### src/rtl/core/tuidg_fifo.sv
// Small first-word-fall-through queue built from a register array.
// Generic payload width; no package dependency. Caller never pushes when full.
module tuidg_fifo #(
    parameter int DEPTH = 4,
    parameter int W     = 8
) (
    input  logic         i_clk,
    input  logic         i_rst_n,
    input  logic         i_push,
    input  logic [W-1:0] i_wdata,
    input  logic         i_pop,
    output logic         o_empty,
    output logic [W-1:0] o_rdata
);
    localparam int AW = (DEPTH > 1) ? $clog2(DEPTH) : 1;
    localparam int CW = $clog2(DEPTH + 1);

    logic [W-1:0]  r_mem [DEPTH];
    logic [AW-1:0] r_wptr, r_rptr;
    logic [CW-1:0] r_count;

    always_ff @(posedge i_clk) begin
        if (i_push) begin
            r_mem[r_wptr] <= i_wdata;
        end
    end

    always_ff @(posedge i_clk) begin
        if (!i_rst_n) begin
            r_wptr  <= '0;
            r_rptr  <= '0;
            r_count <= '0;
        end else begin
            if (i_push) begin
                r_wptr <= (r_wptr == AW'(DEPTH - 1)) ? '0 : r_wptr + 1'b1;
            end
            if (i_pop) begin
                r_rptr <= (r_rptr == AW'(DEPTH - 1)) ? '0 : r_rptr + 1'b1;
            end
            r_count <= r_count + CW'(i_push) - CW'(i_pop);
        end
    end

    assign o_empty = (r_count == '0);
    assign o_rdata = r_mem[r_rptr];

endmodule

### config.mk
export PLATFORM = sky130hd
export DESIGN_NAME = tuidg_fifo
export DESIGN_NICKNAME = d
export VERILOG_FILES = /design/src/rtl/core/tuidg_fifo.sv
export SDC_FILE = /design/constraint.sdc
export NUM_CORES = 1
export LEC_CHECK = 0
export BUFFER_PORTS_ARGS = -buffer_cell sky130_fd_sc_hd__buf_2
export CORE_UTILIZATION = 30
export DETAILED_ROUTE_END_ITERATION = 8
export GPL_TIMING_DRIVEN = 0
export PLACE_DENSITY = 0.49
export SLEW_MARGIN = 10
export SYNTH_ARGS = -nofsm -noshare
export SYNTH_HDL_FRONTEND = slang
export SYNTH_SLANG_ARGS = --single-unit
### constraint.sdc
create_clock -name i_clk -period 2.2 [get_ports i_clk]
set_input_delay 0.22 -clock i_clk [delete_from_list [all_inputs] [get_ports i_clk]]
set_output_delay 0.22 -clock i_clk [all_outputs]
set_load 0.05 [all_outputs]
==> run summary <==
Run status - finished clean
Number of global-route vias before repair - 828
Floorplan die height - 75.07 µm
RSZ-0062 raised after global routing - false
Maximum level of the CTS H-tree - 2
Top-level port count - 21
Via density per instance - 4.297
Core Footprint - 5140 µm²
Root Buffer Master - sky130_fd_sc_hd__clkbuf_8
Worst hold path startpoint - i_wdata[4]
Synth Instances - 84
Worst R2R End - r_count[2]
Final net count - 131
Starting utilization of the core area - 0.3116
Worst path arrival time - 1540 ps
Total power of the final layout - 1.796 mW
Max Slew Vio Count - 0
Slowest cell on the critical path - sky130_fd_sc_hd__mux4_2
Worst setup skew after layout - 7.453 ps
Clock sink count - 41
WHS Path Cells - 1
Required arrival time at the worst endpoint - 1980 ps
First-pass GRT wire length - 3967 µm
Die W - 75.07 µm
Total Routed Length - 2486 µm
Count of instances resized after the clock tree is built - 0
DRC viols - 0
Smallest setup slack after layout - 442.8 ps
Transition at the pin with the smallest max-transition slack - 475.3 ps
Router iterations before antenna repair - 4
Final worst hold slack - 141.2 ps
Clock period minus worst slack - 1757 ps
Pin count of the biggest net entering global routing - 14
Dominant delay contributor by cell family on the critical path - multiplexers
Slew HR - 0.6831
Layout-stage area growth over the synthesis result - 18.59%
Leading cell type in the layout, fill and taps excluded - sky130_fd_sc_hd__edfxtp_1
Average wire per standard cell - 13.66 µm
Element type at the critical path end - primary output
Maximum single-stage delay on the critical path - 520 ps
Type of origin of the critical path - flip-flop
Count of buffers inserted at the top-level ports - 20
Crit Reg-Reg Startpoint - r_count[0]
Setup TNS after final layout - 0 ps
Final estimated routing congestion in global placement - 0.5996
Number of rows created at floorplan - 26
Part of the Yosys area used for sequential elements - 0.7125
Global-route usage over all layers - 0.1017
Maximum clock frequency - 569.1 MHz
CTS tree - built
Cell breakdown of the critical path - buf_6 -> mux4_2 -> buf_2
Largest fanout on the critical path - 8
Pre-CTS setup slack - 579.3 ps
Max-cap violation count - 0
Residual overflow from global routing - 0
Diodes inserted - 0
Net count after synthesis - 104
Mapped Avg Cell Area - 19.07 µm²
Leakage power figure - 0.6989 nW
Endpoint, Worst Hold - r_mem[0][4]
DR vias - 782
Post-route non-filler standard cell count - 182
Category of the most critical setup path - flip-flop to primary output
Pwr per Cell Area - 945.8 nW/µm²
Number of nets with antenna violations after routing - 0
Unique cell type count in the Yosys netlist - 16
Part of the cycle the worst path needs - 0.7987
Clock input transition at the sequential cells of the worst setup and hold paths - 80 ps
#FFs+latches synth - 41
Inserted Clock Buffers - 5
Maximum resistive drop on vdd - 610.8 µV
Count of final hold-check violations - 0
Number of antenna violations at the first check in global routing - 0
Post-synthesis instance area - 1602 µm²
Area of the die - 5635 µm²
Total of warnings raised by yosys - 0
Count of placed standard cells including taps - 174
Commonest cells after routing, fill and taps aside - 32 x sky130_fd_sc_hd__edfxtp_1, 20 x sky130_fd_sc_hd__buf_2, 9 x sky130_fd_sc_hd__dfxtp_1
CP bufs+invs - 2
Buffers inserted by post-CTS timing repair - 0
Buffer depth of the longest clock path - 2
Count of hold buffers inserted by post-cts repair - 0
R2R setup slack - 610 ps
Fraction of final layout cells with drive strength greater than 1 - 0.3304
Finish-stage setup viols - 0
Path depth of the worst reg2reg path - 8
HPWL after DPL - 1732 µm
Detailed router's first-iteration violation count - 26
Path category of the worst min-delay check - input port to flip-flop
Skew-Pair Late Insertion Delay - 290 ps
[through the flow]
step | utilization | cell area (µm²)
finish | 0.3695 | 1899
global placement | 0.3481 | 1789
floorplan | - | 1602
global route | 0.3695 | 1899
CTS | 0.3695 | 1899
detailed placement | 0.3481 | 1789
[metal layers]
metal / vias up / track usage / share of wire
met2: 17 / 0.1672 / 0.51
met5: - / 0 / 0
li1: 366 / - / -
met3: 6 / 0.04150 / 0.050
met4: 0 / 0.04403 / 0.019
met1: 393 / 0.1173 / 0.42
[flip-flops by register name, indices dropped and copies added (netlist names), named ones only]
register  count
r_rptr        2
r_wptr        2
r_count       3
r_mem        32
[synthesized netlist by cell type]
cell type                  count  area [µm²]
sky130_fd_sc_hd__edfxtp_1     32       960.9
sky130_fd_sc_hd__dfxtp_1       9       180.2
sky130_fd_sc_hd__mux4_2        8       180.2
sky130_fd_sc_hd__ha_1          7       87.58
sky130_fd_sc_hd__inv_1         6       22.52
sky130_fd_sc_hd__and2_1        5       31.28
sky130_fd_sc_hd__nor2_1        4       15.01
sky130_fd_sc_hd__a21oi_1       2       10.01
sky130_fd_sc_hd__mux2i_1       2       20.02
sky130_fd_sc_hd__nand2b_1      2       12.51
sky130_fd_sc_hd__or3b_1        2       17.52
sky130_fd_sc_hd__buf_6         1       11.26
sky130_fd_sc_hd__clkbuf_2      1       5.000
sky130_fd_sc_hd__fa_1          1       20.02
sky130_fd_sc_hd__nor3_1        1       5.000
sky130_fd_sc_hd__xnor3_1       1       22.52
[report_power, final]
part	internal [mW]	switching [mW]	total (mW)
registers	0.885	0.0244	0.910
logic	0.116	0.186	0.302
clock network	0.334	0.251	0.585
total	1.33	0.462	1.80
[worst max-delay path by stage]
stage / depth (start not counted) / to / slack, ps / start
after floorplan: 1 / o_empty / 560 / r_count[1]
after global placement: 8 / r_count[2] / 620 / i_pop
after detailed placement: 8 / r_count[2] / 580 / i_pop
after CTS: 3 / o_rdata[5] / 410 / flip-flop
after global routing: 3 / o_rdata[5] / 370 / flip-flop
final: 3 / o_rdata[5] / 440 / flip-flop
[cell families after synthesis]
logic type / synth area share
mux: 0.1250
simple gates: 0.05078
xor+xnor: 0.01406
flops: 0.7125
fa+ha+maj: 0.06719
buf+inv: 0.02421
compound gates: 0.006250
[cell type report]
type | count | area, µm²
buffer | 2 | 16.27
inverter | 6 | 22.52
fill | 516 | 3241
multi-input combinational | 35 | 421.7
sequential | 41 | 1141
clock buffer | 5 | 68.82
clock inverter | 3 | 41.29
timing repair buffer | 20 | 100.1
tap | 70 | 87.58
[worst register-to-register path, cell delays in order (launching register included)]
cell	delay [ps]
sky130_fd_sc_hd__dfxtp_1	340
sky130_fd_sc_hd__inv_1	50
sky130_fd_sc_hd__ha_1	260
sky130_fd_sc_hd__inv_1	50
sky130_fd_sc_hd__ha_1	130
sky130_fd_sc_hd__inv_1	50
sky130_fd_sc_hd__fa_1	360
sky130_fd_sc_hd__xnor3_1	210
sky130_fd_sc_hd__nor2_1	40
No activity file was read; power rests on OpenSTA's default activity.
