`src/rtl/core/tuidg_pkg.sv`:
```
// Shared types and constants for the timestamp unique-ID generator.
// No dependencies; the core files that use it refer to it by scoped names.
package tuidg_pkg;

    // field widths
    localparam int NOW_W      = 63;
    localparam int TICK_W     = 40;
    localparam int MID_W      = 16;
    localparam int ID_W       = 64;
    localparam int WAIT_W     = 32;
    localparam int START_W    = 40;
    localparam int START_US_W = 60;   // start_seconds * 1e6 fits in 60 bits
    localparam int IDCNT_W    = 3;

    // APB side
    localparam int ADDR_W      = 6;
    localparam int DATA_W      = 64;
    localparam int REG_SEL_LSB = 3;   // 8-byte register stride
    localparam int NUM_MID_REGS = 4;

    typedef enum logic [2:0] {
        REG_START_SECONDS = 3'd0,
        REG_ID_COUNT      = 3'd1,
        REG_MACHINE_ID_0  = 3'd2,
        REG_MACHINE_ID_1  = 3'd3,
        REG_MACHINE_ID_2  = 3'd4,
        REG_MACHINE_ID_3  = 3'd5
    } t_reg_idx;

    localparam logic [START_W-1:0]    START_SECONDS_RESET = 40'd1409529600;
    localparam logic [IDCNT_W-1:0]    ID_COUNT_RESET      = 3'd1;
    localparam logic [19:0]           US_PER_SEC          = 20'd1000000;
    localparam logic [13:0]           US_PER_TICK         = 14'd10000;
    localparam logic [START_US_W-1:0] START_US_RESET =
        60'(START_SECONDS_RESET) * 60'(US_PER_SEC);

    // Tick division: 10000 = 16 * 625. The shifted dividend is split into
    // 10-bit digits, one digit per pipeline stage, remainder always < 625.
    localparam int DIV_PRE     = 4;
    localparam int DIV_CHUNK   = 10;
    localparam int DIV_STEPS   = 6;
    localparam int DIV_W       = DIV_STEPS * DIV_CHUNK;   // 60 >= 59 dividend bits
    localparam int DIV_V_W     = 2 * DIV_CHUNK;
    localparam int DIV_SHIFT   = 30;
    localparam int DIV_PROD_W  = 41;
    localparam logic [DIV_V_W-1:0]  DIV_DEN   = 20'd625;
    localparam logic [20:0]         DIV_RECIP = 21'd1717987;   // ceil(2^30 / 625)

    localparam int FUT_W = TICK_W + 14;   // tick * 10000

    typedef struct packed {
        logic [TICK_W-1:0] tick;
        logic [NOW_W-1:0]  diff;
    } t_tick_item;

    typedef struct packed {
        logic [ID_W-1:0]   unique_id;
        logic [WAIT_W-1:0] wait_us;
    } t_result;

endpackage

```
`src/rtl/core/tuidg_front.sv`:
```
// Front end: takes requests, subtracts the epoch start and converts to 10 ms
// ticks in a digit-per-stage divider. Uses tuidg_pkg. Credit count drives full.
module tuidg_front #(
    parameter int MQ_DEPTH = 16
) (
    input  logic                                i_clk,
    input  logic                                i_rst_n,
    input  logic                                i_accept,
    input  logic [tuidg_pkg::NOW_W-1:0]         i_now_us,
    input  logic [tuidg_pkg::START_US_W-1:0]    i_start_us,
    input  logic                                i_release,
    output logic                                o_full,
    output logic                                o_valid,
    output tuidg_pkg::t_tick_item               o_item
);
    localparam int CR_W  = $clog2(MQ_DEPTH + 1);
    localparam int NS    = tuidg_pkg::DIV_STEPS;
    localparam int CH    = tuidg_pkg::DIV_CHUNK;
    localparam int DW    = tuidg_pkg::DIV_W;

    logic [CR_W-1:0]                  r_credit;
    logic                             r_vld  [NS+1];
    logic [tuidg_pkg::NOW_W-1:0]      r_diff [NS+1];
    logic [CH-1:0]                    r_rem  [NS+1];
    logic [DW-1:0]                    r_quot [NS+1];

    logic [tuidg_pkg::NOW_W-1:0]      start_ext;
    logic [tuidg_pkg::NOW_W-1:0]      diff_in;
    logic [CH-1:0]                    c_q   [NS];
    logic [CH-1:0]                    c_rem [NS];
    logic [DW-1:0]                    fin_quot;

    // requests in the divider plus entries parked in the queue
    always_ff @(posedge i_clk) begin
        if (!i_rst_n) begin
            r_credit <= '0;
        end else begin
            r_credit <= r_credit + CR_W'(i_accept) - CR_W'(i_release);
        end
    end
    assign o_full = (r_credit >= CR_W'(MQ_DEPTH));

    assign start_ext = tuidg_pkg::NOW_W'(i_start_us);
    assign diff_in   = (i_now_us > start_ext) ? (i_now_us - start_ext) : '0;

    // one quotient digit per stage; v < 625*1024
    always_comb begin
        logic [DW-1:0]                    xpad;
        logic [tuidg_pkg::DIV_V_W-1:0]    v;
        logic [tuidg_pkg::DIV_PROD_W-1:0] prod;
        logic [tuidg_pkg::DIV_V_W-1:0]    qd;
        for (int k = 0; k < NS; k++) begin
            xpad = DW'(r_diff[k][tuidg_pkg::NOW_W-1:tuidg_pkg::DIV_PRE]);
            v    = {r_rem[k], xpad[DW-1-CH*k -: CH]};
            prod = tuidg_pkg::DIV_PROD_W'(v) * tuidg_pkg::DIV_PROD_W'(tuidg_pkg::DIV_RECIP);
            c_q[k] = prod[tuidg_pkg::DIV_SHIFT+CH-1:tuidg_pkg::DIV_SHIFT];
            qd     = tuidg_pkg::DIV_V_W'(c_q[k]) * tuidg_pkg::DIV_DEN;
            c_rem[k] = CH'(v - qd);
        end
    end

    always_ff @(posedge i_clk) begin
        if (!i_rst_n) begin
            for (int k = 0; k <= NS; k++) begin
                r_vld[k] <= 1'b0;
            end
        end else begin
            r_vld[0] <= i_accept;
            for (int k = 0; k < NS; k++) begin
                r_vld[k+1] <= r_vld[k];
            end
        end
    end

    always_ff @(posedge i_clk) begin
        r_diff[0] <= diff_in;
        r_rem[0]  <= '0;
        r_quot[0] <= '0;
        for (int k = 0; k < NS; k++) begin
            r_diff[k+1] <= r_diff[k];
            r_rem[k+1]  <= c_rem[k];
            r_quot[k+1] <= {r_quot[k][DW-CH-1:0], c_q[k]};
        end
    end

    assign fin_quot    = r_quot[NS];
    assign o_valid     = r_vld[NS];
    assign o_item.diff = r_diff[NS];
    assign o_item.tick = (|fin_quot[DW-1:tuidg_pkg::TICK_W]) ? '1
                       : fin_quot[tuidg_pkg::TICK_W-1:0];

endmodule

```
`config.mk`:
```
export PLATFORM = sky130hd
export DESIGN_NAME = tuidg_front
export DESIGN_NICKNAME = d
export VERILOG_FILES = /design/src/rtl/core/tuidg_pkg.sv /design/src/rtl/core/tuidg_front.sv
export SDC_FILE = /design/constraint.sdc
export NUM_CORES = 2
export LEC_CHECK = 0
export BUFFER_PORTS_ARGS = -buffer_cell sky130_fd_sc_hd__buf_2
export CAP_MARGIN = 20
export CORE_ASPECT_RATIO = 1.2
export CORE_UTILIZATION = 50
export CTS_CLUSTER_DIAMETER = 30
export DETAILED_ROUTE_END_ITERATION = 6
export PLACE_DENSITY = 0.8
export SLEW_MARGIN = 20
export SYNTH_ARGS = -nofsm -noshare
export SYNTH_HDL_FRONTEND = slang
export SYNTH_SLANG_ARGS = --single-unit
```
`constraint.sdc`:
```
create_clock -name i_clk -period 9.9 [get_ports i_clk]
set_clock_uncertainty 0.2 [all_clocks]
set_input_delay 0.99 -clock i_clk [delete_from_list [all_inputs] [get_ports i_clk]]
set_output_delay 0.99 -clock i_clk [all_outputs]
set_load 0.005 [all_outputs]
```
==> metrics.cfg <==
[logic_synthesis]
ys_ff_latch=665
netlist_top_cells_area=fa_1, ha_1, dfxtp_1
syn_area_um2=60900
synth_commonest_cells=inv_1, ha_1, fa_1
yosysTopAreaCell=fa_1
synth_nets=7940
synth_ff_type=dfxtp_1
ys.warnings.count=0
netlist.area_leader.share_pct=28.7
synth_cell_type_count=94
avgSynthCellArea_um2=10.7
syn_inst=5703
ys_async_sr_fraction_pct=0
synth_most_common_cell=inv_1
synth_edf_count=0
synth-seq-area-share_pct=21.9

[routing]
drt_first_pass_iters=5
wl_per_cell_um=18.4
first_iter_violations=2017
drc=0
viasPerCell=5.05
wl_mm=144
ant_nets=0
vias=39500

[die]
die_w_um=320
die_h_um=384
rows=139
initial_utilization_pct=50.6
fp.dieArea_um2=123000
ios=232
core_um2=120000

[timing]
fin_crit_sh_pct=97.2
tns_ns=0
maxSlewHeadroom_pct=31.1
worstMarginPinSlew_ns=1.02
timing.final.hold_violations=0
setup_viol=0
fmax_mhz=104
slew_viol_final=0
hold_ws_ns=0.117
fin_crit_ns=9.62

[worst_setup_path]
setup.worst_path.end_class=flop
crit_family=adder cells
arrival_ns=10.04
cp_slowest_cell=fa_1
slowest_delay_ns=0.57
critPathRequiredTime_ns=10.32
crit_type=flop to flop
crit_fanout=4
cp.buffers_inverters=8
crit_path_start_kind=flop

[status]
status=completed

[cells_and_area]
diodes=0
design_area_um2=69200
nets=8336
drive_gt1_share_pct=11.8
syn_to_final_growth_pct=13.6

[global_route]
grt_pass1_wl_mm=229
gr-total-overflow=0
antenna_found_initial=4
grt_use_total_pct=24.1
grt_max_degree=41
grt_pass1_vias=43500

[cts]
cts_max_level=3
numClockSinks=665
cts_buffers=120
hold_buffers=0
cts_tree=built
clock_path_buffers=3
clk_latency_ns=0.75
root_buffer=clkbuf_16
clkTransAtPathRegs_ns=0.06

[placement]
gp_congestion=0.995
hpwl_mm=124
io_buffers=231
placed_cell_area_um2=64400

[worst_hold_path]
min_path_type=flop to flop

[job]
maxCapViolations=0

[per-layer routing]
metal,GRT usage (%),vias to the layer above,wire length (µm)
met2,42.3,1056,71600
met3,3.95,320,8530
met1,29.6,19600,58500
met4,9.24,0,5260
met5,0,-,0
li1,-,18600,-
[layout make-up]
cell class	instances	area (µm²)
clock buffers	134	3140
flip-flops and latches	665	13400
inverters	1623	6090
well taps	1621	2030
clock inverters	96	1150
fillers	9892	51000
multi-input cells	3387	41700
repair buffers	302	1690
[worst register-to-register path: cells and delay by family, from the launching register on]
family | cells | cell delay [ns]
and+or+nand+nor | 6 | 1.30
buffers and inverters | 8 | 0.54
adders and majority gates | 12 | 5.01
DFF | 1 | 0.50
xor gates and xnor gates | 5 | 0.98
AOI/OAI and AO/OA | 5 | 0.97
[sequential cells by signal, indices dropped and copies added (netlist names)]
register,flops
r_diff,441
r_credit,5
r_vld,7
r_rem,50
r_quot,162
[logic make-up after synthesis]
kind of cell / Yosys count / share of synthesized area [%]
adder cells (fa/ha/maj): 2114 / 54.2
AO/OA/AOI/OAI: 501 / 5.54
flip-flops: 665 / 21.9
AND/OR/NAND/NOR: 535 / 4.51
multiplexers: 3 / 0.0596
XOR/XNOR: 234 / 3.63
buffers and inverters: 1651 / 10.2
[path summary, 6_finish.rpt]
path | cells past startpoint | start | end | slack [ns]
worst max-delay path | 36 | r_diff[3][32]$_DFF_P_ | r_rem[4][9]$_DFF_P_ | 0.28
worst min-delay path | 0 | r_quot[4][30]$_DFF_P_ | r_quot[5][40]$_DFF_P_ | 0.12
worst max register to register | 36 | r_diff[3][32]$_DFF_P_ | r_rem[4][9]$_DFF_P_ | 0.28
worst min register to register | 0 | r_quot[4][30]$_DFF_P_ | r_quot[5][40]$_DFF_P_ | 0.12
[cell usage in the layout, fill, tap and decap left out, types with 10 or more instances in the layout]
cell type and count:
xnor2_1 145, dfxtp_2 22, and2_1 19, ha_1 1215
clkbuf_16 120, nor4_1 12, clkinv_8 12, o21bai_1 15
o21ai_1 17, nand4_1 32, inv_6 24, buf_4 70
nand2_1 87, inv_1 1620, dfxtp_1 633, nor3_1 33
a31oi_1 12, nor2b_1 35, o21a_1 21, clkinv_4 12
o21ai_0 68, nor2_1 141, a21oi_1 160, or2_2 66
buf_2 231, a21oi_2 13, and3_1 13, fa_1 866
dfxtp_4 10, nand2b_1 20, a211oi_1 13, xor2_1 70
ha_4 10, inv_8 22, nand3_1 36, a21o_1 89
ha_2 14
[per-stage QoR]
stage          std cells  utilization, %  setup slack, ns
5_1_grt             7828            57.5          -0.0576
3_3_place_gp        7587            53.6           0.0952
2_1_floorplan       5703               -            0.455
4_1_cts             7817            57.2           0.0168
3_5_place_dp        7587            53.6          -0.0215
6_report            7828            57.5            0.282
[what timing repair did]
item	in CTS	in global routing
setup buffers	0	11
gates resized for setup	5	106
setup endpoints to repair	3	4
pin swaps	0	26
Power is not shown: default switching activity piles up to over one toggle a cycle in this logic, so the estimate is an artifact.
