## src/rtl/core/tuidg_pkg.sv

```systemverilog
// Shared types and constants for the timestamp unique-ID generator.
// No dependencies; the core files that use it refer to it by scoped names.
package tuidg_pkg;

    // field widths
    localparam int NOW_W      = 63;
    localparam int TICK_W     = 40;
    localparam int MID_W      = 16;
    localparam int ID_W       = 64;
    localparam int WAIT_W     = 32;
    localparam int START_W    = 40;
    localparam int START_US_W = 60;   // start_seconds * 1e6 fits in 60 bits
    localparam int IDCNT_W    = 3;

    // APB side
    localparam int ADDR_W      = 6;
    localparam int DATA_W      = 64;
    localparam int REG_SEL_LSB = 3;   // 8-byte register stride
    localparam int NUM_MID_REGS = 4;

    typedef enum logic [2:0] {
        REG_START_SECONDS = 3'd0,
        REG_ID_COUNT      = 3'd1,
        REG_MACHINE_ID_0  = 3'd2,
        REG_MACHINE_ID_1  = 3'd3,
        REG_MACHINE_ID_2  = 3'd4,
        REG_MACHINE_ID_3  = 3'd5
    } t_reg_idx;

    localparam logic [START_W-1:0]    START_SECONDS_RESET = 40'd1409529600;
    localparam logic [IDCNT_W-1:0]    ID_COUNT_RESET      = 3'd1;
    localparam logic [19:0]           US_PER_SEC          = 20'd1000000;
    localparam logic [13:0]           US_PER_TICK         = 14'd10000;
    localparam logic [START_US_W-1:0] START_US_RESET =
        60'(START_SECONDS_RESET) * 60'(US_PER_SEC);

    // Tick division: 10000 = 16 * 625. The shifted dividend is split into
    // 10-bit digits, one digit per pipeline stage, remainder always < 625.
    localparam int DIV_PRE     = 4;
    localparam int DIV_CHUNK   = 10;
    localparam int DIV_STEPS   = 6;
    localparam int DIV_W       = DIV_STEPS * DIV_CHUNK;   // 60 >= 59 dividend bits
    localparam int DIV_V_W     = 2 * DIV_CHUNK;
    localparam int DIV_SHIFT   = 30;
    localparam int DIV_PROD_W  = 41;
    localparam logic [DIV_V_W-1:0]  DIV_DEN   = 20'd625;
    localparam logic [20:0]         DIV_RECIP = 21'd1717987;   // ceil(2^30 / 625)

    localparam int FUT_W = TICK_W + 14;   // tick * 10000

    typedef struct packed {
        logic [TICK_W-1:0] tick;
        logic [NOW_W-1:0]  diff;
    } t_tick_item;

    typedef struct packed {
        logic [ID_W-1:0]   unique_id;
        logic [WAIT_W-1:0] wait_us;
    } t_result;

endpackage

```

## src/rtl/core/tuidg_back.sv

```systemverilog
// Back end: holds elapsed tick and sequence position, builds the ID and the
// wait time. Uses tuidg_pkg. Pulls from the tick queue while output credit lasts.
module tuidg_back #(
    parameter int MAX_IDS  = 4,
    parameter int SEQ_BITS = 8,
    parameter int OQ_DEPTH = 4
) (
    input  logic                            i_clk,
    input  logic                            i_rst_n,
    input  logic                            i_mq_empty,
    input  tuidg_pkg::t_tick_item           i_mq_item,
    output logic                            o_mq_pop,
    input  logic [tuidg_pkg::IDCNT_W-1:0]   i_id_count,
    input  logic [tuidg_pkg::MID_W-1:0]     i_mid [MAX_IDS],
    output logic                            o_push,
    output tuidg_pkg::t_result              o_result,
    input  logic                            i_out_pop
);
    localparam int SLOT_W    = (MAX_IDS > 1) ? $clog2(MAX_IDS) : 1;
    localparam int POS_W     = SLOT_W + SEQ_BITS;
    localparam int CNT_W     = SLOT_W + 1;
    localparam int ID_FULL_W = tuidg_pkg::TICK_W + tuidg_pkg::MID_W + SEQ_BITS;
    localparam int CR_W      = $clog2(OQ_DEPTH + 1);
    localparam int TW        = tuidg_pkg::TICK_W;
    localparam int NW        = tuidg_pkg::NOW_W;

    function automatic logic [CNT_W-1:0] f_slot_mod(input logic [CNT_W-1:0] s,
                                                    input logic [CNT_W-1:0] n);
        logic [CNT_W-1:0] r;
        r = s;
        for (int k = 0; k < MAX_IDS; k++) begin
            if (r >= n) begin
                r = r - n;
            end
        end
        return r;
    endfunction

    logic [TW-1:0]              r_elapsed;
    logic [POS_W-1:0]           r_pos;
    logic [CR_W-1:0]            r_credit;

    logic                       r_b1_valid;
    logic [tuidg_pkg::ID_W-1:0] r_b1_id;
    logic                       r_b1_wrap;
    logic [TW-1:0]              r_b1_elapsed;
    logic [NW-1:0]              r_b1_diff;

    logic                       r_b2_valid;
    logic [tuidg_pkg::ID_W-1:0] r_b2_id;
    logic                       r_b2_wrap;
    logic [tuidg_pkg::FUT_W-1:0] r_b2_future;
    logic [NW-1:0]              r_b2_diff;

    logic                       take;
    logic [tuidg_pkg::IDCNT_W-1:0] ids3;
    logic [CNT_W-1:0]           ids;
    logic [POS_W:0]             pos_inc;
    logic [CNT_W-1:0]           slot_mod;
    logic [POS_W-1:0]           pos_step;
    logic                       advance;
    logic                       wrap;
    logic [TW-1:0]              n_elapsed;
    logic [POS_W-1:0]           n_pos;
    logic [SLOT_W-1:0]          slot;
    logic [tuidg_pkg::MID_W-1:0] mid;
    logic [ID_FULL_W-1:0]       id_full;
    logic [NW-1:0]              fut_ext;
    logic [NW-1:0]              dlt;
    logic [tuidg_pkg::WAIT_W-1:0] wait_val;

    assign take     = !i_mq_empty && (r_credit < CR_W'(OQ_DEPTH));
    assign o_mq_pop = take;

    assign ids3 = (i_id_count == '0) ? tuidg_pkg::IDCNT_W'(1)
                : (i_id_count > tuidg_pkg::IDCNT_W'(MAX_IDS)) ? tuidg_pkg::IDCNT_W'(MAX_IDS)
                : i_id_count;
    assign ids  = CNT_W'(ids3);

    // modulo over (ids << SEQ_BITS) only touches the slot part
    assign pos_inc  = {1'b0, r_pos} + 1'b1;
    assign slot_mod = f_slot_mod(pos_inc[POS_W:SEQ_BITS], ids);
    assign pos_step = {slot_mod[SLOT_W-1:0], pos_inc[SEQ_BITS-1:0]};

    assign advance = (r_elapsed < i_mq_item.tick);
    assign wrap    = !advance && (pos_step == '0);

    assign n_elapsed = advance ? i_mq_item.tick
                     : wrap ? r_elapsed + 1'b1
                     : r_elapsed;
    assign n_pos     = advance ? '0 : pos_step;

    assign slot = n_pos[POS_W-1:SEQ_BITS];
    assign mid  = ({1'b0, slot} < CNT_W'(MAX_IDS)) ? i_mid[slot] : '0;
    assign id_full = {n_elapsed, mid, n_pos[SEQ_BITS-1:0]};

    always_ff @(posedge i_clk) begin
        if (!i_rst_n) begin
            r_elapsed  <= '0;
            r_pos      <= '0;
            r_credit   <= '0;
            r_b1_valid <= 1'b0;
            r_b2_valid <= 1'b0;
        end else begin
            if (take) begin
                r_elapsed <= n_elapsed;
                r_pos     <= n_pos;
            end
            r_credit   <= r_credit + CR_W'(take) - CR_W'(i_out_pop);
            r_b1_valid <= take;
            r_b2_valid <= r_b1_valid;
        end
    end

    always_ff @(posedge i_clk) begin
        r_b1_id      <= tuidg_pkg::ID_W'(id_full);
        r_b1_wrap    <= wrap;
        r_b1_elapsed <= n_elapsed;
        r_b1_diff    <= i_mq_item.diff;

        r_b2_id      <= r_b1_id;
        r_b2_wrap    <= r_b1_wrap;
        r_b2_future  <= tuidg_pkg::FUT_W'(r_b1_elapsed)
                      * tuidg_pkg::FUT_W'(tuidg_pkg::US_PER_TICK);
        r_b2_diff    <= r_b1_diff;
    end

    // time until the bumped tick, only after a wrap, saturating
    assign fut_ext = NW'(r_b2_future);
    assign dlt     = fut_ext - r_b2_diff;
    always_comb begin
        wait_val = '0;
        if (r_b2_wrap && (fut_ext > r_b2_diff)) begin
            wait_val = (|dlt[NW-1:tuidg_pkg::WAIT_W]) ? '1 : dlt[tuidg_pkg::WAIT_W-1:0];
        end
    end

    assign o_push             = r_b2_valid;
    assign o_result.unique_id = r_b2_id;
    assign o_result.wait_us   = wait_val;

endmodule

```

## config.mk

```make
export PLATFORM = sky130hd
export DESIGN_NAME = tuidg_back
export DESIGN_NICKNAME = d
export VERILOG_FILES = /design/src/rtl/core/tuidg_pkg.sv /design/src/rtl/core/tuidg_back.sv
export SDC_FILE = /design/constraint.sdc
export NUM_CORES = 1
export LEC_CHECK = 0
export BUFFER_PORTS_ARGS = -buffer_cell sky130_fd_sc_hd__buf_2
export CELL_PAD_IN_SITES_DETAIL_PLACEMENT = 0
export CELL_PAD_IN_SITES_GLOBAL_PLACEMENT = 1
export CORE_ASPECT_RATIO = 1.75
export CORE_MARGIN = 4
export CORE_UTILIZATION = 45
export DETAILED_ROUTE_END_ITERATION = 10
export PLACE_DENSITY = 0.88
export SLEW_MARGIN = 0
export SYNTH_ARGS = -nofsm -noshare
export SYNTH_HDL_FRONTEND = slang
export SYNTH_SLANG_ARGS = --single-unit
```

## constraint.sdc

```tcl
create_clock -name i_clk -period 10.3 [get_ports i_clk]
set_clock_uncertainty 0.05 [all_clocks]
set_input_delay 1.03 -clock i_clk [delete_from_list [all_inputs] [get_ports i_clk]]
set_output_delay 1.03 -clock i_clk [all_outputs]
set_load 0.02 [all_outputs]
```

==> impl_results.md, run 1 <==
* HP Class: flip-flop to flip-flop
* Number of enable flip-flop cells after synthesis at 0
* Crit path DAT at 9.45 ns
* Critical path fanouts, max at 13
* Worst Tran Pin Value at 1.22 ns
* Yosys warns at 0
* Crit share post-route at 87.8%
* Clock Sink Count at 357
* Critical Setup Path Class: flip-flop to flip-flop
* TritonCTS clock tree: yes
* Predominant post-synthesis flop cell: dfxtp_1
* Met1 Usage GRT at 21.9%
* Final Hold Fails at 0
* WP buf/inv at 3
* Compound-gate portion of the synthesized area at 17.8%
* Crit-path slowest cell: o211ai_1
* GRT overflow at 0
* Final HPWL DP at 49,800 µm
* Count of different cell masters after synthesis at 86
* DRT antenna net count at 0
* WL per Instance at 16.9 µm
* Crit path max-delay family: compound AO/OA/AOI/OAI gates
* Final setup viols at 0
* PostCTS Resize Cnt at 0
* DRC at 0
* Netlist Area Pre-Place at 0.0232 mm²
* Seq/Total Area, Yosys at 30.8%
* Die Ht at 308 µm
* Fmax at 111 MHz
* Hold buffer count at cts at 0
* Die X at 180 µm
* Clock Tree Buf Depth at 3
* Share of layout cells above drive strength 1 at 13.4%
* DR vias at 19,100
* Most common cell after layout, fill and taps aside: inv_1
* M3 GR Usage at 3.68%
* Placer Congestion at 0.915
* Initial core utilization at 45.7%
* Crit path required time at 10.71 ns
* Post-Route WL at 61,500 µm
* Largest family of logic cells by synthesized area: adder cells
* Synth Register Bits at 357
* Vias in the first global route at 19,800
* Setup total negative slack at 0 ns
* Fin area at 0.0265 mm²
* CP Capture Type: flip-flop
* Relative slew slack at 18.4%
* Commonest non-fill, non-tap cells in the layout: inv_1, dfxtp_1, buf_2, ha_1, a21oi_1
* Post-synthesis xor/xnor area fraction at 4.91%
* First-pass GRT wire length at 99,500 µm
* Final nets at 3,467
* Buffers added on ports at 271
* Layout area overhead at 14.1%
* Most frequent CP cell: ha_1
* Fillers at 4,824
* Initial antenna violation count at 5
* Placement Rows at 109
* Syn nets at 3,236
* GRT Max-Usage Layer: met2
* Slew Limit Fails at 0
* Simple-gate portion of the synthesized area at 12.7%
* Startpoint Class: flip-flop
* Detailed Route Iter0 Violations at 830
* Total Routing Usage GR at 21.8%
* CTS Root Cell: clkbuf_16
* Synthesized area per cell at 8.58 µm²
* Grt met2 use at 42.4%
* Core ar. at 0.0507 mm²
* Initial DRT Pass Iterations at 5
* Largest net degree at the start of global routing at 78
* Status: complete, no violations
* Worst-path clk slew at 0.06 ns
* IO Pins at 272
* Mux contribution to synthesized area at 1.22%
* Synthesized instance count at 2,704
* DP Area at 0.0251 mm²
* Total number of H-tree levels at 2
* Ys async rst share at 0%
* Clk Latency, worst-skew pair at 0.54 ns
* Max Cap Viol at 0
* Slowest stage delay, CP at 0.59 ns
* Tmin final at 9.05 ns
* DIE AREA at 0.0554 mm²
* Synth Area in Adders at 22.9%
* RSZ-0062 raised after global routing: false
* Vias per cell at 5.27
* Setup bufs post-CTS at 0
* CTS Buf Count at 37
## sequential cells by signal, indices dropped and copies added, names as in the netlist
signal / count
r_b2_id: 64
r_b1_diff: 63
r_b2_diff: 63
r_b2_future: 46
r_b1_elapsed: 40
r_elapsed: 40
r_b1_id: 24
r_pos: 10
r_credit: 3
o_push: 1
r_b1_valid: 1
r_b1_wrap: 1
r_b2_wrap: 1
## area by class of cell
class                   count  area, µm²  area share, %
well taps                 666        833           3.15
clock inverters            23        410           1.55
multi-input cells        1761      13800           52.1
inverters                 494       1850           7.01
repair buffers            284       1450           5.49
flip-flops and latches    357       7150           27.0
diodes                      4       10.0         0.0378
clock buffers              40        957           3.62
## through the flow
stage,setup slack (ns),hold WS (ns),instances,utilization [%]
after CTS,1.25,0.269,3625,52.1
after global placement,1.50,0.260,3562,49.4
final,1.25,0.267,3629,52.2
after detailed placement,1.34,0.262,3562,49.4
after floorplan,3.04,0.260,2704,-
after global routing,0.587,0.272,3626,52.1
## cell usage after synthesis (all sizes together), types with 18 or more instances
master | n | area [µm²]
inv | 493 | 1850
dfxtp | 357 | 7150
ha | 247 | 3090
a21oi | 197 | 993
nand2 | 191 | 717
nor2 | 136 | 523
o21ai | 135 | 676
fa | 111 | 2220
xnor2 | 83 | 727
clkbuf | 69 | 260
o21a | 64 | 480
nand3 | 58 | 303
a21o | 57 | 428
xor2 | 47 | 412
nand4 | 41 | 257
nor3 | 32 | 165
nor2b | 30 | 188
and2 | 23 | 144
buf | 23 | 138
o22ai | 21 | 131
a21boi | 20 | 150
nand2b | 19 | 119
mux2 | 18 | 203
o211ai | 18 | 135
## kinds of logic (layout without fill, tap and decap cells)
family,after synthesis,count (layout)
flops,357,357
fa+ha+maj,358,358
other cells,0,4
buf+inv,586,841
xor+xnor,130,130
compound gates,646,646
simple gates,601,601
mux,26,26
## final timing paths
| check | start | to | slack, ns | depth (start not counted) |
|---|---|---|---|---|
| min reg2reg | r_b1_diff[62] | r_b2_diff[62] | 0.27 | 0 |
| max reg2reg | r_pos[0] | r_elapsed[24] | 1.25 | 34 |
| max | r_pos[0] | r_elapsed[24] | 1.25 | 34 |
| min | r_b1_diff[62] | r_b2_diff[62] | 0.27 | 0 |
## layer usage
layer	vias up	wire, µm
li1	9492	-
met1	8968	22500
met2	477	32600
met3	172	2820
met4	4	3620
met5	-	20
Power of run 1 is left out: the tool's default activity adds up to more than one toggle a clock period on the data nets, which glitch-free logic cannot reach.
==> run 2: changes to the inputs <==
Clock period 10.3 ns to 9 ns, I/O delays scaled along.
==> run 2 against run 1 <==
- flip-flop and latch count unchanged
- register-to-register slack got worse by 0.57 ns
- non-clock buffer count rose by 2
- final area about the same
- routed wire length shrank 0.46%
- hold slack better by 0.0065 ns
==> impl_results.md, run 2 (same netlist as run 1, synthesis figures left out) <==
* Status: complete, no violations
* Slowest stage delay, CP at 0.49 ns (-0.10 ns)
* Final setup viols at 0 (unchanged)
* Die X at 180 µm (unchanged)
* Most frequent CP cell: ha_1
* DR vias at 19,000 (-0.67%)
* Crit path required time at 9.36 ns (-1.35 ns)
* Fmax at 120 MHz (+8.8%)
* Detailed Route Iter0 Violations at 822 (-0.96%)
* Layout Cells excl Fill at 3,637 (+0.22%)
* Vias in the first global route at 19,700 (-0.75%)
* Critical path fanouts, max at 14 (+1)
* Placed Instances at 3,562 (unchanged)
* Relative slew slack at 18.2% (-0.17 points)
* Most common cell after layout, fill and taps aside: inv_1
* IO Pins at 272 (unchanged)
* Crit-path slowest cell: dfxtp_1
* Placer Congestion at 0.930 (+1.7%)
* Final nets at 3,470 (+0.087%)
* Fillers at 4,872 (+1.0%)
* Total number of H-tree levels at 2 (unchanged)
* DIE AREA at 0.0554 mm² (unchanged)
* CTS Buf Count at 38 (+2.7%)
* Layout area overhead at 14.1% (about the same)
* Final HPWL DP at 49,100 µm (-1.3%)
* CP Capture Type: flip-flop
* Hold buffer count at cts at 0 (unchanged)
* First-pass GRT wire length at 99,400 µm (-0.15%)
* Initial DRT Pass Iterations at 8 (+3)
* Biggest regs: r_b2_id x64, r_b1_diff x63, r_b2_diff x63
* Vias per cell at 5.22 (-0.89%)
* Crit path DAT at 8.68 ns (-0.77 ns)
* WL per Instance at 16.8 µm (-0.68%)
* Top reg by flops: r_b2_id
* GRT overflow at 0 (unchanged)
* Placement Rows at 109 (unchanged)
* Max Cap Viol at 0 (unchanged)
* Post-Route WL at 61,200 µm (-0.46%)
* Die Ht at 308 µm (unchanged)
* Clock Tree Buf Depth at 3 (unchanged)
* Buffers added on ports at 271 (unchanged)
* Clock Sink Count at 357 (unchanged)
* DRC at 0 (unchanged)
* Share of layout cells above drive strength 1 at 13.7% (+0.30 points)
* Worst-path clk slew at 0.06 ns (about the same)
* Initial antenna violation count at 5 (unchanged)
* Crit share post-route at 92.4% (+4.5 points)
* Slew Limit Fails at 0 (unchanged)
* Clk Latency, worst-skew pair at 0.54 ns (about the same)
* Commonest non-fill, non-tap cells in the layout: inv_1, dfxtp_1, buf_2, ha_1, a21oi_1
* Tmin final at 8.31 ns (-0.734 ns)
* CTS Root Cell: clkbuf_16
* Initial core utilization at 45.7% (unchanged)
* Worst Tran Pin Value at 1.23 ns (+0.00790 ns)
* Largest register FFs at 64 (unchanged)
* Critical Setup Path Class: flip-flop to flip-flop
* DRT antenna net count at 0 (unchanged)
* Core ar. at 0.0507 mm² (unchanged)
* Final Hold Fails at 0 (unchanged)
* HP Class: flip-flop to flip-flop
* Startpoint Class: flip-flop
* Largest net degree at the start of global routing at 59 (-24%)
* Total Routing Usage GR at 21.8% (-0.045 points)
* Setup total negative slack at 0 ns (unchanged)
* RSZ-0062 raised after global routing: false
* TritonCTS clock tree: yes
==> run 2: cell count changes in the layout (fill, tap and decap cells not counted), sizes merged <==
cell      previous run  this run
diode                4         3
clkinvlp             1         5
buf                284       286
clkbuf              40        46
bufinv              10         3
clkinv               6        12
inv                500       498
==> run 2: path summary, 6_finish.rpt <==
kind,slack [ns],to,depth (start not counted),start
worst min register to register,0.27,r_b2_diff[34],0,r_b1_diff[34]
worst max register to register,0.69,r_elapsed[17],35,r_pos[0]
worst min-delay path,0.27,r_b2_diff[34],0,r_b1_diff[34]
worst max-delay path,0.69,r_elapsed[17],35,r_pos[0]
==> run 2: through the flow <==
stage | util (%) | area (µm²) | hold slack, ns | setup slack, ns
2_1_floorplan | - | 23200 | 0.260 | 1.74
3_5_place_dp | 49.4 | 25100 | 0.262 | 0.241
5_1_grt | 52.1 | 26400 | 0.277 | 0.0405
6_report | 52.1 | 26400 | 0.273 | 0.688
3_3_place_gp | 49.4 | 25100 | 0.262 | 0.513
4_1_cts | 52.1 | 26400 | 0.273 | 0.209
==> run 2: layout make-up <==
type                            count  area, µm²  area share [%]
Timing Repair Buffer              286       1470            5.55
Clock buffer                       46       1080            4.10
Multi-Input combinational cell   1761      13800            52.2
Clock inverter                     24        251           0.951
Antenna cell                        3       7.51          0.0284
Sequential cell                   357       7150            27.0
Tap cell                          666        833            3.15
Inverter                          494       1850            7.01
==> run 2: what timing repair did <==
item | CTS | global route
setup endpoints to repair | 0 | 47
buffers inserted | 0 | 2
resized for setup | 0 | 1
==> run 2: critical path, delay by kind of cell (launching register included) <==
family	cells	cell delay, ns
buf+inv	4	0.62
mux	1	0.26
flops	1	0.49
simple gates	11	2.28
compound gates	14	3.00
fa+ha+maj	5	1.45
==> run 2: routing by layer <==
layer | vias up | GRT usage, % | routed length, µm
met5 | - | 0 | 7
met4 | 2 | 11.1 | 3390
met3 | 151 | 3.16 | 2560
met2 | 489 | 42.3 | 32500
met1 | 8835 | 22.5 | 22700
li1 | 9508 | - | -
Power of run 2 is left out for the same reason.
