File: src/rtl/core/tuidg_pkg.sv
// Shared types and constants for the timestamp unique-ID generator.
// No dependencies; the core files that use it refer to it by scoped names.
package tuidg_pkg;

    // field widths
    localparam int NOW_W      = 63;
    localparam int TICK_W     = 40;
    localparam int MID_W      = 16;
    localparam int ID_W       = 64;
    localparam int WAIT_W     = 32;
    localparam int START_W    = 40;
    localparam int START_US_W = 60;   // start_seconds * 1e6 fits in 60 bits
    localparam int IDCNT_W    = 3;

    // APB side
    localparam int ADDR_W      = 6;
    localparam int DATA_W      = 64;
    localparam int REG_SEL_LSB = 3;   // 8-byte register stride
    localparam int NUM_MID_REGS = 4;

    typedef enum logic [2:0] {
        REG_START_SECONDS = 3'd0,
        REG_ID_COUNT      = 3'd1,
        REG_MACHINE_ID_0  = 3'd2,
        REG_MACHINE_ID_1  = 3'd3,
        REG_MACHINE_ID_2  = 3'd4,
        REG_MACHINE_ID_3  = 3'd5
    } t_reg_idx;

    localparam logic [START_W-1:0]    START_SECONDS_RESET = 40'd1409529600;
    localparam logic [IDCNT_W-1:0]    ID_COUNT_RESET      = 3'd1;
    localparam logic [19:0]           US_PER_SEC          = 20'd1000000;
    localparam logic [13:0]           US_PER_TICK         = 14'd10000;
    localparam logic [START_US_W-1:0] START_US_RESET =
        60'(START_SECONDS_RESET) * 60'(US_PER_SEC);

    // Tick division: 10000 = 16 * 625. The shifted dividend is split into
    // 10-bit digits, one digit per pipeline stage, remainder always < 625.
    localparam int DIV_PRE     = 4;
    localparam int DIV_CHUNK   = 10;
    localparam int DIV_STEPS   = 6;
    localparam int DIV_W       = DIV_STEPS * DIV_CHUNK;   // 60 >= 59 dividend bits
    localparam int DIV_V_W     = 2 * DIV_CHUNK;
    localparam int DIV_SHIFT   = 30;
    localparam int DIV_PROD_W  = 41;
    localparam logic [DIV_V_W-1:0]  DIV_DEN   = 20'd625;
    localparam logic [20:0]         DIV_RECIP = 21'd1717987;   // ceil(2^30 / 625)

    localparam int FUT_W = TICK_W + 14;   // tick * 10000

    typedef struct packed {
        logic [TICK_W-1:0] tick;
        logic [NOW_W-1:0]  diff;
    } t_tick_item;

    typedef struct packed {
        logic [ID_W-1:0]   unique_id;
        logic [WAIT_W-1:0] wait_us;
    } t_result;

endpackage

File: src/rtl/core/tuidg_regs.sv
// APB configuration registers: epoch start, ID count and machine-ID table.
// Uses tuidg_pkg. Keeps start time pre-scaled to microseconds for the front end.
module tuidg_regs #(
    parameter int MAX_IDS = 4
) (
    input  logic                                i_clk,
    input  logic                                i_rst_n,
    input  logic                                psel,
    input  logic                                penable,
    input  logic                                pwrite,
    input  logic [tuidg_pkg::ADDR_W-1:0]        paddr,
    input  logic [tuidg_pkg::DATA_W-1:0]        pwdata,
    output logic [tuidg_pkg::DATA_W-1:0]        prdata,
    output logic                                pready,
    output logic [tuidg_pkg::START_US_W-1:0]    o_start_us,
    output logic [tuidg_pkg::IDCNT_W-1:0]       o_id_count,
    output logic [tuidg_pkg::MID_W-1:0]         o_mid [MAX_IDS]
);
    logic [2:0]                           idx;
    logic                                 wr;
    logic [tuidg_pkg::START_W-1:0]        r_start_seconds;
    logic [tuidg_pkg::START_US_W-1:0]     r_start_us;
    logic [tuidg_pkg::IDCNT_W-1:0]        r_id_count;
    logic [tuidg_pkg::MID_W-1:0]          r_mid [MAX_IDS];
    logic [tuidg_pkg::START_US_W-1:0]     start_us_new;

    assign idx    = paddr[tuidg_pkg::ADDR_W-1:tuidg_pkg::REG_SEL_LSB];
    assign wr     = psel && penable && pwrite;
    assign pready = 1'b1;

    // constant multiply of the write data, captured only on a start-seconds write
    assign start_us_new = tuidg_pkg::START_US_W'(pwdata[tuidg_pkg::START_W-1:0])
                        * tuidg_pkg::START_US_W'(tuidg_pkg::US_PER_SEC);

    always_ff @(posedge i_clk) begin
        if (!i_rst_n) begin
            r_start_seconds <= tuidg_pkg::START_SECONDS_RESET;
            r_start_us      <= tuidg_pkg::START_US_RESET;
            r_id_count      <= tuidg_pkg::ID_COUNT_RESET;
            for (int j = 0; j < MAX_IDS; j++) begin
                r_mid[j] <= '0;
            end
        end else if (wr) begin
            case (idx)
                tuidg_pkg::REG_START_SECONDS: begin
                    r_start_seconds <= pwdata[tuidg_pkg::START_W-1:0];
                    r_start_us      <= start_us_new;
                end
                tuidg_pkg::REG_ID_COUNT: begin
                    r_id_count <= pwdata[tuidg_pkg::IDCNT_W-1:0];
                end
                default: begin
                end
            endcase
            // table entries past MAX_IDS have no storage, writes drop
            for (int j = 0; j < MAX_IDS; j++) begin
                if (j < tuidg_pkg::NUM_MID_REGS &&
                    idx == 3'(tuidg_pkg::REG_MACHINE_ID_0) + 3'(j)) begin
                    r_mid[j] <= pwdata[tuidg_pkg::MID_W-1:0];
                end
            end
        end
    end

    always_comb begin
        prdata = '0;
        case (idx)
            tuidg_pkg::REG_START_SECONDS: prdata = tuidg_pkg::DATA_W'(r_start_seconds);
            tuidg_pkg::REG_ID_COUNT:      prdata = tuidg_pkg::DATA_W'(r_id_count);
            default:                      prdata = '0;
        endcase
        for (int j = 0; j < MAX_IDS; j++) begin
            if (j < tuidg_pkg::NUM_MID_REGS &&
                idx == 3'(tuidg_pkg::REG_MACHINE_ID_0) + 3'(j)) begin
                prdata = tuidg_pkg::DATA_W'(r_mid[j]);
            end
        end
    end

    assign o_start_us = r_start_us;
    assign o_id_count = r_id_count;
    always_comb begin
        for (int j = 0; j < MAX_IDS; j++) begin
            o_mid[j] = r_mid[j];
        end
    end

endmodule

File: config.mk
export PLATFORM = sky130hd
export DESIGN_NAME = tuidg_regs
export DESIGN_NICKNAME = d
export VERILOG_FILES = /design/src/rtl/core/tuidg_pkg.sv /design/src/rtl/core/tuidg_regs.sv
export SDC_FILE = /design/constraint.sdc
export NUM_CORES = 1
export LEC_CHECK = 0
export BUFFER_PORTS_ARGS = -buffer_cell sky130_fd_sc_hd__buf_4
export CAP_MARGIN = 25
export CORE_ASPECT_RATIO = 0.75
export CORE_UTILIZATION = 45
export DETAILED_ROUTE_END_ITERATION = 8
export HOLD_SLACK_MARGIN = 0.03
export PLACE_DENSITY = 0.65
export REMOVE_ABC_BUFFERS = 1
export SYNTH_ARGS = -nofsm -noshare
export SYNTH_HDL_FRONTEND = slang
export SYNTH_SLANG_ARGS = --single-unit
File: constraint.sdc
create_clock -name i_clk -period 6.2 [get_ports i_clk]
set_clock_uncertainty 0.2 [all_clocks]
set_input_delay 1.24 -clock i_clk [delete_from_list [all_inputs] [get_ports i_clk]]
set_output_delay 1.24 -clock i_clk [all_outputs]
set_load 0.01 [all_outputs]
==> impl_metrics.csv, run 1 <==
group,metric,value,unit
yosys,ys_ff_latch,158,
die,rows,58,
clocking,cts_buffer_depth,2,
placement,gp_congestion,0.878,
yosys,synth_top_area_share,0.226,
yosys,ys_top_cells_by_area,"fa_1 23%, ha_1 14%, edfxtp_1 12%",
die,pin_count,267,
die,start_util,0.460,
sta,hold_viol,0,
layout,fin_area,0.0207,sq mm
placement,postPlaceCellArea,0.0189,sq mm
run,drv_cap,0,
min_path,worstHoldPathType,"flop to flop",
sta,fin_worst_hold_slack,0.253,ns
sta,period_share,1.02,
sta,layout_setup_ws,-0.113,ns
clocking,clkTransAtPathRegs,0.07,ns
placement,dp_slack,-0.807,ns
sta,worst_pin_slew,0.972,ns
drt,routed_wl,46.5,mm
yosys,synth_area,0.0155,sq mm
global_routing,grt_use_total,0.266,
yosys,synth_top_area_cell,"fa_1",
drt,ant_nets,0,
clocking,cts_sinks,158,
critical_path,worstPathArrival,6.49,ns
layout,nFillCells,2849,
yosys,synth_warnings,0,
sta,setup-violations-final,12,
die,dieArea,0.0353,sq mm
drt,num_vias,13100,
layout,nets,2466,
die,die-width,217,microns
global_routing,grt_pass1_vias,12800,
yosys,synth.most_common_cell,"inv_1",
die,die_y,163,microns
yosys,synth_ff_type,"dfxtp_1",
clocking,clockRootBuffer,"clkbuf_16",
yosys,synthArstFlopShare,0,
clocking,clk_latency,0.46,ns
layout,syn_to_final_growth,33.0,%
sta,fmax,0.158,GHz
yosys,syn_area_per_cell,9.51,sq um
clocking,numCtsBuffers,17,
critical_path,startpoint,"pwdata[15]",
sta,drv_slew,0,
sta,rsz0062_at_grt,"yes",
drt,drc,0,
global_routing,grt_max_degree,77,
clocking,cts_tree,"built",
layout,diodes,0,
critical_path,start_kind,"input port",
die,core_area,0.0337,sq mm
global_routing,overflow,0,
drt,wire_per_inst,18.6,microns
sta,slew_headroom,0.347,
yosys,synthTopCellsByCount,"275 x inv_1, 177 x ha_1, 175 x fa_1, 164 x nand2_1, 100 x a21oi_1",
outcome,outcome,"complete, but fails checks",
clocking,h-tree-depth,4,
outcome,violations,"negative setup slack",
critical_path,cp_max_fo,5,
yosys,synth_edf_count,64,
sta,min_period,6.31,ns
layout,drive_gt1_frac,0.316,
placement,io_buffers,208,
clocking,postCtsHoldBufs,0,
global_routing,grt_pass1_wl,71.8,mm
drt,dr.pass1.iters,5,
yosys,ys_types,62,
yosys,ys_seq_area_frac,0.245,
drt,drt_iter0_drc,998,
critical_path,end_kind,"flop",
critical_path,r2r_start,"o_start_us[55]",
global_routing,grt_antenna_before_repair,1,
drt,vias_per_cell,5.25,
yosys,netlist_instances,1633,
critical_path,cp_data_required_time,6.38,ns
min_path,hp-start,"r_start_seconds[32]",
placement,dpl.hpwl,36.6,mm
critical_path,crit_type,"input port to flop",
placed cells by master, fill, tap and decap left out, types with 13 or more instances in the layout:
cell	instances
buf_4	442
inv_1	251
fa_1	170
ha_1	157
nand2_1	154
dfxtp_1	94
a21oi_1	77
edfxtp_1	64
and2_1	42
nor2_1	40
nor4_1	33
conb_1	31
o211ai_1	29
nor3_1	26
mux2i_1	23
a21o_1	23
nand3_1	20
xnor2_1	19
o21ai_1	18
a21oi_2	18
ha_4	18
clkbuf_16	17
o22ai_1	16
o21bai_1	16
inv_2	15
xor2_1	15
mux2_2	13
a22oi_1	13
o21ai_0	13
buf_6	13
cells by family (layout without fill, tap and decap cells):
logic type	Yosys count	after routing	share of synthesized area
buffers and inverters	379	769	0.0998
AND/OR/NAND/NOR	368	368	0.112
adder cells (fa/ha/maj)	352	352	0.368
AO/OA/AOI/OAI	290	290	0.121
flip-flops	158	158	0.245
XOR/XNOR	45	45	0.0254
multiplexers	39	39	0.0286
other	2	31	0.000484
flip-flops by register name, summed over array words and instances, names as in the netlist:
signal and cells:
o_id_count 3, o_start_us 51, r_start_seconds 40, r_mid 64
per-layer routing:
metal | up-vias | GRT usage | wire length [microns]
li1 | 6212 | - | -
met4 | 2 | 0.0455 | 321
met2 | 438 | 0.360 | 19100
met1 | 6443 | 0.425 | 23500
met5 | - | 0 | 13
met3 | 28 | 0.0655 | 3520
layout make-up:
cell class | instances | area (sq um) | share of cell area
tap | 450 | 563 | 0.0272
clock inverter | 8 | 80.1 | 0.00388
multi-input combinational | 1125 | 11100 | 0.536
clock buffer | 24 | 502 | 0.0243
sequential | 158 | 3800 | 0.184
timing repair buffer | 461 | 3570 | 0.173
inverter | 276 | 1070 | 0.0518
final timing paths:
path	endpoint	slack, ns	depth (start not counted)
hold / removal	r_start_seconds[32]	0.25	2
hold reg to reg	r_start_seconds[32]	0.25	2
setup reg to reg	o_start_us[55]	5.06	4
setup / recovery	o_start_us[55]	-0.11	21
per-stage QoR:
step / setup TNS [ns] / std cells / util
finish: -0.857 / 2502 / 0.612
floorplan: -1.32 / 1559 / -
global route: -3.33 / 2502 / 0.612
detailed placement: -17.10 / 2435 / 0.561
global placement: -15.69 / 2435 / 0.561
CTS: -0.116 / 2480 / 0.593
worst max-delay path, stage by stage:
cell        delay, ns
buf_8            0.08
clkinvlp_4       0.14
buf_12           0.17
fa_1             0.54
inv_2            0.04
fa_2             0.53
fa_1             0.43
fa_1             0.51
ha_4             0.31
inv_2            0.04
fa_1             0.49
inv_2            0.05
ha_4             0.31
nand2_1          0.10
a211oi_2         0.23
nor2_1           0.08
or2_1            0.26
o31a_1           0.38
o21a_1           0.24
buf_4            0.14
a311oi_2         0.17
what timing repair did:
item,4_1_cts,5_1_grt
pin swaps,23,65
setup endpoints to repair,23,31
setup buffers,13,22
gates resized for setup,87,101
Power of run 1 is left out: the tool's default activity adds up to more than one toggle a clock period on the data nets, which glitch-free logic cannot reach.
==> inputs of run 2 (changes only) <==
--- a/config.mk
+++ b/config.mk
@@ -13,6 +13,7 @@
 export HOLD_SLACK_MARGIN = 0.03
 export PLACE_DENSITY = 0.65
 export REMOVE_ABC_BUFFERS = 1
+export SETUP_SLACK_MARGIN = 0.3
 export SYNTH_ARGS = -nofsm -noshare
 export SYNTH_HDL_FRONTEND = slang
 export SYNTH_SLANG_ARGS = --single-unit
==> impl_metrics.csv, run 2 (same netlist as run 1, synthesis figures left out) <==
group,metric,value,unit
layout,final_cell_mix,"442 x buf_4, 240 x inv_1, 164 x fa_1",
placement,io_buffers,208,
placement,gp_congestion,0.878,
layout,drive_gt1_frac,0.347,
drt,drc,0,
sta,slew_headroom,0.339,
clocking,cts_buffer_depth,2,
placement,postPlaceCellArea,0.0189,sq mm
clocking,cts_sinks,158,
sta,drv_slew,0,
layout,utilization,0.629,
sta,worst_pin_slew,0.983,ns
critical_path,cp_data_required_time,6.30,ns
sta,setup-violations-final,15,
clocking,postCtsHoldBufs,0,
clocking,h-tree-depth,4,
clocking,clk_latency,0.45,ns
global_routing,grt_max_degree,77,
global_routing,grt_antenna_before_repair,1,
drt,routed_wl,47.7,mm
critical_path,end_kind,"flop",
layout,syn_to_final_growth,36.7,%
drt,ant_nets,0,
global_routing,overflow,0,
critical_path,crit_buf_inv,7,
clocking,clkTransAtPathRegs,0.07,ns
min_path,hp-start,"r_start_seconds[32]",
min_path,holdPathStages,2,
clocking,clockRootBuffer,"clkbuf_16",
sta,min_period,6.32,ns
min_path,worstHoldPathType,"flop to flop",
drt,dr.pass1.iters,5,
die,die_y,163,microns
critical_path,crit_slowest_cell,"fa_1",
critical_path,start_kind,"input port",
sta,rsz0062_at_grt,"yes",
critical_path,worst_path_most_repeated_cell,"fa_1",
run,drv_cap,0,
die,core_area,0.0337,sq mm
die,start_util,0.460,
sta,period_share,1.02,
critical_path,critical_path.cell_chain,"buf_8 > clkinvlp_4 > fa_1 > inv_1 > fa_1 > fa_2 > fa_1 > ha_1 > inv_1 > fa_1 > inv_2 > ha_4 > buf_6 > a21o_1 > a31oi_2 > or2_2 > nand2_1 > a31oi_1 > buf_4 > o21bai_1 > a21oi_1 > xor2_1 > o21ai_0",
drt,vias_per_cell,5.23,
critical_path,worstReg2RegEnd,"o_start_us[55]",
placement,dp_slack,-0.807,ns
sta,hold_viol,0,
layout,fin_area,0.0212,sq mm
critical_path,r2r_cells,4,
layout,final_common_cell,"buf_4",
critical_path,crit_type,"input port to flop",
die,dieArea,0.0353,sq mm
critical_path,max_stage_delay,0.59,ns
drt,wire_per_inst,18.9,microns
min_path,holdPathEnd,"r_start_seconds[32]",
drt,num_vias,13200,
layout,nets,2486,
critical_path,reg2reg_slack,5.09,ns
sta,layout_setup_ws,-0.123,ns
layout,largest_reg_flops,64,
sta,fmax,0.158,GHz
clocking,cts_tree,"built",
die,rows,58,
critical_path,r2r_start,"o_start_us[55]",
outcome,outcome,"complete, but fails checks",
drt,drt_iter0_drc,1008,
placement,dpl.hpwl,36.6,mm
global_routing,grt_use_total,0.271,
critical_path,cp_max_fo,5,
layout,diodes,0,
outcome,violations,"negative setup slack",
die,die-width,217,microns
global_routing,grt_pass1_wl,73.1,mm
critical_path,worstPathArrival,6.42,ns
clocking,numCtsBuffers,17,
layout,regMostFlops,"r_mid",
global_routing,grt_pass1_vias,13000,
critical_path,cp_top_family,"adder cells",
die,pin_count,267,
==> run 2: cell types whose count changed in the layout (fill, tap and decap cells not counted), moves of 4 or more <==
cell | before | now
o21ai_2 | 7 | 13
buf_6 | 13 | 30
ha_4 | 18 | 25
xor2_1 | 15 | 10
a21oi_1 | 77 | 72
ha_1 | 157 | 152
a21oi_4 | 6 | 13
nand2_1 | 154 | 149
fa_1 | 170 | 164
inv_1 | 251 | 240
xor2_2 | 3 | 7
fa_2 | 5 | 11
inv_2 | 15 | 23
==> run 2: worst max path at each step <==
stage / endpoint / start / depth (start not counted) / slack [ns]
final: o_start_us[38] / pwdata[11] / 23 / -0.12
after floorplan: o_start_us[52] / pwdata[16] / 20 / -0.23
after detailed placement: o_start_us[57] / pwdata[13] / 23 / -0.81
after CTS: o_start_us[52] / pwdata[11] / 22 / -0.02
after global routing: o_start_us[38] / pwdata[11] / 23 / -0.28
after global placement: o_start_us[57] / pwdata[13] / 23 / -0.78
==> run 2: through the flow <==
stage	std cells	TNS, ns	hold slack (ns)
floorplan	1559	-1.32	0.230
global placement	2435	-15.69	0.238
detailed placement	2435	-17.10	0.243
CTS	2497	-0.0517	0.256
global route	2522	-4.25	0.272
finish	2522	-0.938	0.253
==> run 2: routing by layer <==
layer | vias to the layer above | routed length, microns | track usage
met5 | - | 13 | 0
met4 | 2 | 327 | 0.0448
met3 | 28 | 3470 | 0.0599
met2 | 451 | 20100 | 0.374
met1 | 6474 | 23800 | 0.429
li1 | 6246 | - | -
==> run 2: worst reg2reg max path, cell delays in order, from the launching register on <==
cell and delay [ns]:
dfxtp_1 0.36, nand2_1 0.07, o21ai_0 0.11, nor2_1 0.08
a311oi_1 0.20
==> run 2: timing repair <==
item                       CTS  global route
pin swaps                   81            87
setup endpoints to repair   32            35
gates resized for setup    189            94
setup buffers               30            24
==> run 2: layout make-up <==
cell class	count	area (sq um)
timing repair buffer	481	3810
clock buffer	24	502
clock inverter	8	80.1
inverter	276	1080
fill	2724	12500
tap	450	563
sequential	158	3800
multi-input combinational	1125	11400
Power of run 2 is left out for the same reason.
==> inputs of run 3 (changes only) <==
--- a/config.mk
+++ b/config.mk
@@ -7,7 +7,6 @@
 export LEC_CHECK = 0
 export BUFFER_PORTS_ARGS = -buffer_cell sky130_fd_sc_hd__buf_4
 export CAP_MARGIN = 25
-export CORE_ASPECT_RATIO = 0.75
 export CORE_UTILIZATION = 45
 export DETAILED_ROUTE_END_ITERATION = 8
 export HOLD_SLACK_MARGIN = 0.03
==> impl_metrics.csv, run 3 (same netlist as run 1, synthesis figures left out) <==
group,metric,value,unit
outcome,outcome,"complete, but fails checks",
outcome,violations,"negative setup slack",
clocking,cts_sinks,158,
drt,drt_iter0_drc,660,
drt,vias_per_cell,5.22,
sta,layout_setup_ws,-0.0370,ns
placement,gp_congestion,0.883,
placement,io_buffers,208,
clocking,clockRootBuffer,"clkbuf_16",
die,dieArea,0.0353,sq mm
layout,largest_reg_flops,64,
drt,route.met2.wl,22.6,mm
critical_path,start_kind,"input port",
die,die_y,188,microns
sta,rsz0062_at_grt,"yes",
drt,ant_nets,0,
global_routing,grt_max_degree,76,
global_routing,grt_pass1_vias,13300,
critical_path,crit_slowest_cell,"fa_1",
clocking,numCtsBuffers,17,
clocking,h-tree-depth,4,
drt,dr.pass1.iters,5,
critical_path,critical_path.cell_chain,"buf_8 > clkinvlp_4 > fa_1 > inv_1 > fa_1 > fa_2 > fa_1 > ha_1 > inv_1 > fa_1 > inv_2 > ha_4 > buf_6 > nand4_1 > nor2_2 > nand2_2 > nor4_4 > nor3_4 > o31ai_4 > a41oi_2 > xor2_1 > o21ai_1",
clocking,cts_tree,"built",
critical_path,cp_top_family,"adder cells",
layout,nets,2471,
sta,worst_pin_slew,0.938,ns
sta,setup-violations-final,5,
drt,wire_per_inst,17.2,microns
run,drv_cap,0,
sta,fmax,0.160,GHz
clocking,clkTransAtPathRegs,0.08,ns
clocking,cts_buffer_depth,2,
critical_path,cp_data_required_time,6.35,ns
die,die-width,188,microns
layout,drive_gt1_frac,0.328,
drt,wl_met1,17.0,mm
die,core_area,0.0338,sq mm
min_path,hp-start,"r_start_seconds[22]",
global_routing,grt_pass1_wl,67.4,mm
layout,final_common_cell,"buf_4",
layout,regMostFlops,"r_mid",
drt,drc,0,
drt,route.met3.wl,1.82,mm
layout,diodes,0,
sta,min_period,6.24,ns
die,pin_count,267,
critical_path,worst_path_most_repeated_cell,"fa_1",
layout,syn_to_final_growth,34.2,%
sta,hold_viol,0,
min_path,holdPathStages,2,
sta,slew_headroom,0.370,
sta,period_share,1.01,
die,start_util,0.460,
drt,top_layer_used,"met4",
critical_path,worstPathArrival,6.39,ns
min_path,worstHoldPathType,"flop to flop",
placement,dpl.hpwl,33.6,mm
placement,postPlaceCellArea,0.0189,sq mm
critical_path,cp_max_fo,5,
drt,num_vias,13100,
critical_path,reg2reg_slack,5.10,ns
min_path,holdPathEnd,"r_start_seconds[22]",
clocking,clk_latency,0.45,ns
critical_path,end_kind,"flop",
critical_path,r2r_cells,4,
die,rows,67,
layout,fin_area,0.0208,sq mm
critical_path,r2r_start,"o_start_us[55]",
layout,final_cell_mix,"436 x buf_4, 248 x inv_1, 172 x fa_1",
sta,drv_slew,0,
critical_path,worstReg2RegEnd,"o_start_us[55]",
global_routing,grt_use_total,0.244,
critical_path,crit_type,"input port to flop",
global_routing,grt_antenna_before_repair,0,
critical_path,max_stage_delay,0.55,ns
layout,utilization,0.617,
global_routing,overflow,0,
clocking,postCtsHoldBufs,0,
drt,routed_wl,43.1,mm
critical_path,crit_buf_inv,6,
## run 3: final cells by class
cell class | count | area, sq um
Sequential cell | 158 | 3800
Inverter | 276 | 1080
Fill cell | 2886 | 12900
Clock inverter | 14 | 156
Multi-Input combinational cell | 1125 | 11200
Tap cell | 448 | 561
Clock buffer | 18 | 429
Timing Repair Buffer | 466 | 3630
## run 3: routing by layer
metal,GRT usage,vias to the layer above
met5,0,-
met4,0.113,0
met3,0.0389,73
met2,0.437,345
met1,0.285,6426
li1,-,6220
## run 3: how the worst max path moves through the flow
stage	start	endpoint	depth (start not counted)
floorplan	pwdata[16]	o_start_us[52]	20
global placement	pwdata[9]	o_start_us[55]	20
detailed placement	pwdata[13]	o_start_us[57]	20
CTS	pwdata[22]	o_start_us[46]	22
global route	pwdata[9]	o_start_us[52]	22
finish	pwdata[9]	o_start_us[52]	22
## run 3: repair_timing
item                       4_1_cts  5_1_grt
resized for setup              121      112
gates cloned                     0        0
pin swaps                       43       46
buffers inserted                20       25
setup endpoints to repair       32       34
## run 3: tightest hold or removal path, delay by kind of cell (launching register included)
family          cells  cell delay (ns)
simple gates        1             0.05
flops               1             0.30
compound gates      1             0.05
## run 3: through the flow
stage,setup TNS (ns),setup WS [ns],std cells,hold slack (ns)
6_report,-0.0696,-0.0370,2505,0.253
5_1_grt,-1.71,-0.186,2505,0.275
4_1_cts,-0.0313,-0.0176,2480,0.254
3_5_place_dp,-15.41,-0.675,2428,0.244
3_3_place_gp,-14.48,-0.619,2428,0.239
2_1_floorplan,-1.32,-0.225,1559,0.230
Power of run 3 is left out for the same reason.
